**config.mk**
```make
export PLATFORM = sky130hd
export DESIGN_NAME = nll_ctrl
export DESIGN_NICKNAME = d
export VERILOG_FILES = /design/src/design/nonlinear_ladder_lowpass_unit_assert.svh /design/src/design/nll_pkg.sv /design/src/design/nll_ctrl.sv
export SDC_FILE = /design/constraint.sdc
export NUM_CORES = 1
export LEC_CHECK = 0
export BUFFER_PORTS_ARGS = -buffer_cell sky130_fd_sc_hd__buf_2
export CORE_UTILIZATION = 57
export DETAILED_ROUTE_END_ITERATION = 7
export PLACE_DENSITY = 0.83
export SETUP_SLACK_MARGIN = 0.02
export SYNTH_ARGS = -nofsm -noshare
export SYNTH_HDL_FRONTEND = slang
export SYNTH_SLANG_ARGS = --single-unit
```
**constraint.sdc**
```tcl
create_clock -name clock -period 2.8 [get_ports clock]
set_input_delay 0.42 -clock clock [delete_from_list [all_inputs] [get_ports clock]]
set_output_delay 0.42 -clock clock [all_outputs]
set_load 0.05 [all_outputs]
```
**src/design/nonlinear_ladder_lowpass_unit_assert.svh**
```systemverilog
// ----------------------------------------------------------------------------
// nonlinear ladder lowpass assertion macros
// concurrent checks, empty when synthesized
// ----------------------------------------------------------------------------
`ifndef NONLINEAR_LADDER_LOWPASS_UNIT_ASSERT_SVH
`define NONLINEAR_LADDER_LOWPASS_UNIT_ASSERT_SVH

`ifndef SYNTHESIS

// same-cycle implication
`define NLL_ASSERT_IMPLY(label, clk, rst, ante, cons) \
   label: assert property (@(posedge clk) disable iff (rst) (ante) |-> (cons)) \
      else $error("nll assertion failed");

// next-cycle implication
`define NLL_ASSERT_NEXT(label, clk, rst, ante, cons) \
   label: assert property (@(posedge clk) disable iff (rst) (ante) |=> (cons)) \
      else $error("nll assertion failed");

`else

`define NLL_ASSERT_IMPLY(label, clk, rst, ante, cons)
`define NLL_ASSERT_NEXT(label, clk, rst, ante, cons)

`endif

`endif

```
**src/design/nll_pkg.sv**
```systemverilog
// ----------------------------------------------------------------------------
// nll_pkg
// shared types and codes of the ladder filter
// ----------------------------------------------------------------------------
package nll_pkg;

   localparam int CUTOFF_BITS   = 16;
   localparam int RES_BITS      = 15;
   localparam int OVS_BITS      = 4;
   localparam int CSR_ADDR_BITS = 4;
   localparam int CSR_DATA_BITS = 32;

   // register indexes (byte address bits [3:2])
   localparam logic [1:0] REG_CUTOFF   = 2'd0;
   localparam logic [1:0] REG_RES      = 2'd1;
   localparam logic [1:0] REG_OVS      = 2'd2;

   localparam logic [CUTOFF_BITS-1:0] CUTOFF_RESET = 16'h8000;
   localparam logic [RES_BITS-1:0]    RES_RESET    = 15'h0000;
   localparam logic [OVS_BITS-1:0]    OVS_RESET    = 4'h1;

   typedef enum logic [3:0] {
      OP_NOP,
      OP_BSETUP,
      OP_BSTEP,
      OP_BWRITE,
      OP_LOAD,
      OP_FBMUL,
      OP_FBADD,
      OP_TADDR,
      OP_TMUL,
      OP_TFIN,
      OP_SMUL,
      OP_SADD,
      OP_AVG,
      OP_OUT
   } dp_op_type;

   typedef struct packed {
      dp_op_type  op;
      logic [1:0] stage;
      logic       aux;
   } dp_cmd_type;

   typedef struct packed {
      logic build_last;
   } dp_status_type;

   typedef enum logic [12:0] {
      ST_BSETUP = 13'b0000000000001,
      ST_BDIV   = 13'b0000000000010,
      ST_BWRITE = 13'b0000000000100,
      ST_IDLE   = 13'b0000000001000,
      ST_FBM    = 13'b0000000010000,
      ST_FBA    = 13'b0000000100000,
      ST_TA     = 13'b0000001000000,
      ST_TB     = 13'b0000010000000,
      ST_TC     = 13'b0000100000000,
      ST_SM     = 13'b0001000000000,
      ST_SA     = 13'b0010000000000,
      ST_AVG    = 13'b0100000000000,
      ST_DONE   = 13'b1000000000000
   } ctl_state_type;

endpackage

```
**src/design/nll_ctrl.sv**
```systemverilog
// ----------------------------------------------------------------------------
// nll_ctrl
// sequencer: table build after reset, then per-sample filter passes
// ----------------------------------------------------------------------------
module nll_ctrl #(
   parameter int SAMPLE_BITS    = 24,
   parameter int MAX_OVERSAMPLE = 8
) (
   input  logic                          clock,
   input  logic                          reset,
   input  logic                          req_valid,
   output logic                          req_ready,
   output logic                          rsp_valid,
   input  logic                          rsp_ready,
   input  logic [nll_pkg::OVS_BITS-1:0]  oversample_count,
   input  nll_pkg::dp_status_type        status,
   output nll_pkg::dp_cmd_type           cmd
);
   localparam int QW  = SAMPLE_BITS - 3;
   localparam int DCW = $clog2(QW);
   localparam int PCW = $clog2(MAX_OVERSAMPLE + 1);

   nll_pkg::ctl_state_type state_ff, state_in;
   logic [DCW-1:0] div_cnt_ff, div_cnt_in;
   logic [PCW-1:0] pass_ff, pass_in;
   logic [PCW-1:0] npass_ff, npass_in;
   logic [1:0]     stage_ff, stage_in;
   logic           aux_ff, aux_in;
   logic           rsp_valid_ff, rsp_valid_in;
   logic [4:0]     ovs_ext;
   logic [4:0]     max_ext;
   logic [4:0]     npass_w;

   assign ovs_ext = 5'(oversample_count);
   assign max_ext = 5'(MAX_OVERSAMPLE);
   assign npass_w = (ovs_ext > max_ext) ? max_ext : ovs_ext;

   always_comb begin
      state_in     = state_ff;
      div_cnt_in   = div_cnt_ff;
      pass_in      = pass_ff;
      npass_in     = npass_ff;
      stage_in     = stage_ff;
      aux_in       = aux_ff;
      cmd.op       = nll_pkg::OP_NOP;
      cmd.stage    = stage_ff;
      cmd.aux      = aux_ff;
      req_ready    = 1'b0;
      rsp_valid_in = rsp_valid_ff && !rsp_ready;
      unique case (state_ff)
         nll_pkg::ST_BSETUP: begin
            cmd.op     = nll_pkg::OP_BSETUP;
            div_cnt_in = '0;
            state_in   = nll_pkg::ST_BDIV;
         end
         nll_pkg::ST_BDIV: begin
            cmd.op = nll_pkg::OP_BSTEP;
            if (div_cnt_ff == DCW'(QW - 1)) begin
               state_in = nll_pkg::ST_BWRITE;
            end else begin
               div_cnt_in = div_cnt_ff + 1'b1;
            end
         end
         nll_pkg::ST_BWRITE: begin
            cmd.op   = nll_pkg::OP_BWRITE;
            state_in = status.build_last ? nll_pkg::ST_IDLE : nll_pkg::ST_BSETUP;
         end
         nll_pkg::ST_IDLE: begin
            req_ready = 1'b1;
            if (req_valid) begin
               cmd.op   = nll_pkg::OP_LOAD;
               npass_in = PCW'(npass_w);
               pass_in  = '0;
               state_in = (npass_w == 5'd0) ? nll_pkg::ST_DONE : nll_pkg::ST_FBM;
            end
         end
         nll_pkg::ST_FBM: begin
            cmd.op   = nll_pkg::OP_FBMUL;
            state_in = nll_pkg::ST_FBA;
         end
         nll_pkg::ST_FBA: begin
            cmd.op   = nll_pkg::OP_FBADD;
            stage_in = 2'd0;
            aux_in   = 1'b0;
            state_in = nll_pkg::ST_TA;
         end
         nll_pkg::ST_TA: begin
            cmd.op   = nll_pkg::OP_TADDR;
            state_in = nll_pkg::ST_TB;
         end
         nll_pkg::ST_TB: begin
            cmd.op   = nll_pkg::OP_TMUL;
            state_in = nll_pkg::ST_TC;
         end
         nll_pkg::ST_TC: begin
            cmd.op = nll_pkg::OP_TFIN;
            if (aux_ff) begin
               aux_in   = 1'b0;
               state_in = nll_pkg::ST_TA;
            end else begin
               state_in = nll_pkg::ST_SM;
            end
         end
         nll_pkg::ST_SM: begin
            cmd.op   = nll_pkg::OP_SMUL;
            state_in = nll_pkg::ST_SA;
         end
         nll_pkg::ST_SA: begin
            cmd.op = nll_pkg::OP_SADD;
            if (stage_ff == 2'd3) begin
               state_in = nll_pkg::ST_AVG;
            end else begin
               // last stage first needs tanh of its own old value
               stage_in = stage_ff + 2'd1;
               aux_in   = (stage_ff == 2'd2);
               state_in = nll_pkg::ST_TA;
            end
         end
         nll_pkg::ST_AVG: begin
            cmd.op = nll_pkg::OP_AVG;
            if ({1'b0, pass_ff} + 1'b1 == {1'b0, npass_ff}) begin
               state_in = nll_pkg::ST_DONE;
            end else begin
               pass_in  = pass_ff + 1'b1;
               state_in = nll_pkg::ST_FBM;
            end
         end
         nll_pkg::ST_DONE: begin
            if (!rsp_valid_ff || rsp_ready) begin
               cmd.op       = nll_pkg::OP_OUT;
               rsp_valid_in = 1'b1;
               state_in     = nll_pkg::ST_IDLE;
            end
         end
         default: begin
            state_in = nll_pkg::ST_BSETUP;
         end
      endcase
   end

   always_ff @(posedge clock) begin
      if (reset) begin
         state_ff     <= nll_pkg::ST_BSETUP;
         div_cnt_ff   <= '0;
         pass_ff      <= '0;
         npass_ff     <= '0;
         stage_ff     <= '0;
         aux_ff       <= 1'b0;
         rsp_valid_ff <= 1'b0;
      end else begin
         state_ff     <= state_in;
         div_cnt_ff   <= div_cnt_in;
         pass_ff      <= pass_in;
         npass_ff     <= npass_in;
         stage_ff     <= stage_in;
         aux_ff       <= aux_in;
         rsp_valid_ff <= rsp_valid_in;
      end
   end

   assign rsp_valid = rsp_valid_ff;

endmodule

```
==> key figures <==
Logic synthesis
  • Post-synthesis mux area share: 0.0117
  • Xor/xnor share of the synthesized area: 0.0433
  • Mapped Cells: ~220
  • EDFF count, synth: 0
  • Cell area after synthesis: ~0.0018 mm^2
  • Simple-gate share of the synthesized area: 0.389
  • Synth Register Bits: 30
  • Yosys cell types: 55
  • Synth Net Count: 229
  • Syn avg cell area: approximately 8.5 um^2
  • Adder-cell share of the synthesized area: 0.0344
  • Ys Warns: 0
  • Area fraction in compound gates after synthesis: 0.135
  • Async S/R FF share, synth: 0
  • Most used DFF post-synth: dfxtp_1
  • Main combinational cell family by area after synthesis: simple AND/OR/NAND/NOR gates
  • Post-synthesis sequential area ratio: 0.330

Routing
  • Final WL: about 4000 um
  • Vias per inst: a little over 6
  • DRT iter0 DRCs: between 150 and 200
  • Post-route ant nets: 0
  • Via count: 1731
  • DR WL/cell: about 15 um
  • # DRC: 0
  • Drt pass-1 iters: 4

Clocking
  • Clock latency on the worst-skew pair: 0.33 ns
  • CTS Buffer Depth: 2
  • CTS root buffer: clkbuf_4
  • H-tree depth: 2
  • TritonCTS clock tree: yes
  • TritonCTS buffer count: 5
  • CTS Sinks: 30
  • Post-CTS Hold Fix Bufs: 0
  • Clock slew at reported path FFs: 0.10 ns

Global routing
  • Largest net degree at the start of global routing: 26
  • First-pass GRT wire length: just under 7000 um
  • Gr usage total: 0.264
  • Vias in the first global route: around 1500
  • Initial antenna violation count: 0
  • Total gr overflow: 0

Layout
  • Syn-to-layout area delta: 13.3%
  • Nets@finish: 253
  • Design Area, Final: between 0.002 and 0.0025 mm^2
  • Share of layout cells above drive strength 1: 0.229
  • # diodes: 0

Critical path
  • Critical path launch point type: register
  • R2R depth: 4
  • Worst Setup End Kind: output pin
  • Worst R2R End: npass_ff[1]
  • Max FO, Critical Path: 6
  • Crit Path Class: register to output pin
  • Worst reg2reg path startpoint: state_ff[3]
  • Worst R2R Setup Slack: around 0.6 ns
  • Crit path DAT: roughly 2.4 ns
  • Worst path required time: ~2.4 ns

STA
  • Clock Skew: roughly 0.012 ns
  • RSZ-0062 raised after global routing: yes
  • Hold Violations, Final: 0
  • Final period util: 0.989
  • Final setup viols: 0
  • Slew margin rel.: 0.559
  • Worst slew pin tran: around 0.65 ns
  • Fin crit period: 2.77 ns
  • Final Slew Violations: 0
  • F_max: around 0.36 GHz
  • Hold_ws: between 0.3 and 0.4 ns

Place
  • DP HPWL: around 2900 um
  • PortBufs: 17
  • Final GP Congestion: approximately 0.9
  • DP Area: 0.00193 mm^2

Floorplanning
  • Core footprint: between 0.003 and 0.004 mm^2
  • Die area: about 0.0034 mm^2
  • Cell Rows: 20
  • Ports: 18
  • Initial Util: 0.601
  • DIE HEIGHT: 58.5 um
  • Die X-Extent: 58.5 um

Hold path
  • Hold Path Depth: 3
  • Worst Hold Class: primary input to register
  • WHS Endpoint: npass_ff[3]
  • HP Start: oversample_count[3]

Power
  • Cell Pwr Density: about 400 mW/mm^2
  • Peak supply drop: ~0.35 mV
  • Static Leak: 0.000863 uW

Flow run
  • Max-cap check violation count: 0

Status
  • Outcome: completed
## where the power goes
| part | internal [uW] | switching (uW) | total, uW | leakage (uW) |
|---|---|---|---|---|
| registers | 433 | 8.13 | 441 | 0.000243 |
| clock network | 122 | 150 | 272 | 0.0000353 |
| logic | 42.9 | 64.2 | 107 | 0.000585 |
## how the worst max path moves through the flow
stage / from / to / slack, ns
finish: state_ff[1] / cmd[6] / 0.03
floorplan: state_ff[4] / cmd[6] / 0.20
CTS: state_ff[1] / cmd[6] / 0.02
global placement: state_ff[0] / cmd[6] / 0.33
global route: state_ff[1] / cmd[6] / -0.02
detailed placement: state_ff[0] / cmd[6] / 0.30
## area by class of cell
type,count,area [um^2]
Clock buffer,7,55.1
Clock inverter,1,5.00
Fill cell,266,967
Inverter,8,30.0
Multi-Input combinational cell,167,1120
Sequential cell,30,609
Tap cell,44,55.1
Timing Repair Buffer,27,181
## placed cells by master (no fill, tap or decap), types with 7 or more instances in the layout
cell type / instances
dfxtp_1: 27
nand2_1: 17
nor2_1: 16
buf_2: 15
nand3_1: 11
a21oi_1: 11
nand4_1: 9
buf_4: 9
inv_1: 8
nor3_1: 8
nor4_1: 7
o21ai_0: 7
## registers in the layout, indices dropped and copies added (netlist names)
name and flops:
npass_ff 4, rsp_valid 1, aux_ff 1, stage_ff 2, pass_ff 4, state_ff 13, div_cnt_ff 5
## stage by stage
stage / instances / TNS, ns / worst slack [ns] / total power, uW / utilization
2_1_floorplan: 215 / 0 / 0.204 / 515 / -
3_3_place_gp: 272 / 0 / 0.331 / 538 / 0.638
3_5_place_dp: 272 / 0 / 0.301 / 540 / 0.638
4_1_cts: 280 / 0 / 0.0200 / 809 / 0.662
5_1_grt: 284 / -0.0277 / -0.0180 / 854 / 0.681
6_report: 284 / 0 / 0.0312 / 819 / 0.681
## cell usage after synthesis, drive strengths merged (3+ instances only)
cell / count / area, um^2
dfxtp: 30 / 601
nand2: 18 / 67.6
nor2: 17 / 71.3
nand3: 12 / 60.1
a21oi: 11 / 55.1
nand4: 9 / 56.3
nor3: 9 / 56.3
nor4: 9 / 77.6
inv: 8 / 30.0
o21ai: 7 / 35.0
or4: 6 / 56.3
a31oi: 5 / 31.3
buf: 5 / 42.5
clkbuf: 5 / 28.8
ha: 5 / 62.6
nand2b: 5 / 38.8
xor2: 5 / 43.8
o211ai: 4 / 30.0
or3: 4 / 25.0
xnor2: 4 / 35.0
nor2b: 3 / 18.8
nor4b: 3 / 26.3
or3b: 3 / 26.3
## layer usage
metal | up-vias | wire length (um) | global-route usage | part of all wire
met5 | - | 0 | 0 | 0
met4 | 0 | 59 | 0.0986 | 0.014
met3 | 9 | 307 | 0.0593 | 0.075
met2 | 64 | 1890 | 0.404 | 0.46
met1 | 810 | 1860 | 0.364 | 0.45
li1 | 848 | - | - | -
## kinds of logic (layout without fill, tap and decap cells)
group / count (synthesis) / count (layout)
mux: 2 / 2
compound gates: 38 / 38
buf+inv: 18 / 43
fa+ha+maj: 5 / 5
simple gates: 113 / 113
flops: 30 / 30
xor+xnor: 9 / 9
## worst max-delay path, cell delays in order, from the launching register on
cell      delay [ns]
dfxtp_4         0.37
or4_4           0.55
or4_4           0.56
nand2b_4        0.16
and3_4          0.15
nand3_2         0.06
buf_6           0.16
## timing repair
item,CTS,global route
setup buffers,0,4
setup endpoints to repair,2,4
gates resized for setup,4,8
pin swaps,0,3
Power figures use the tool's default switching activity.
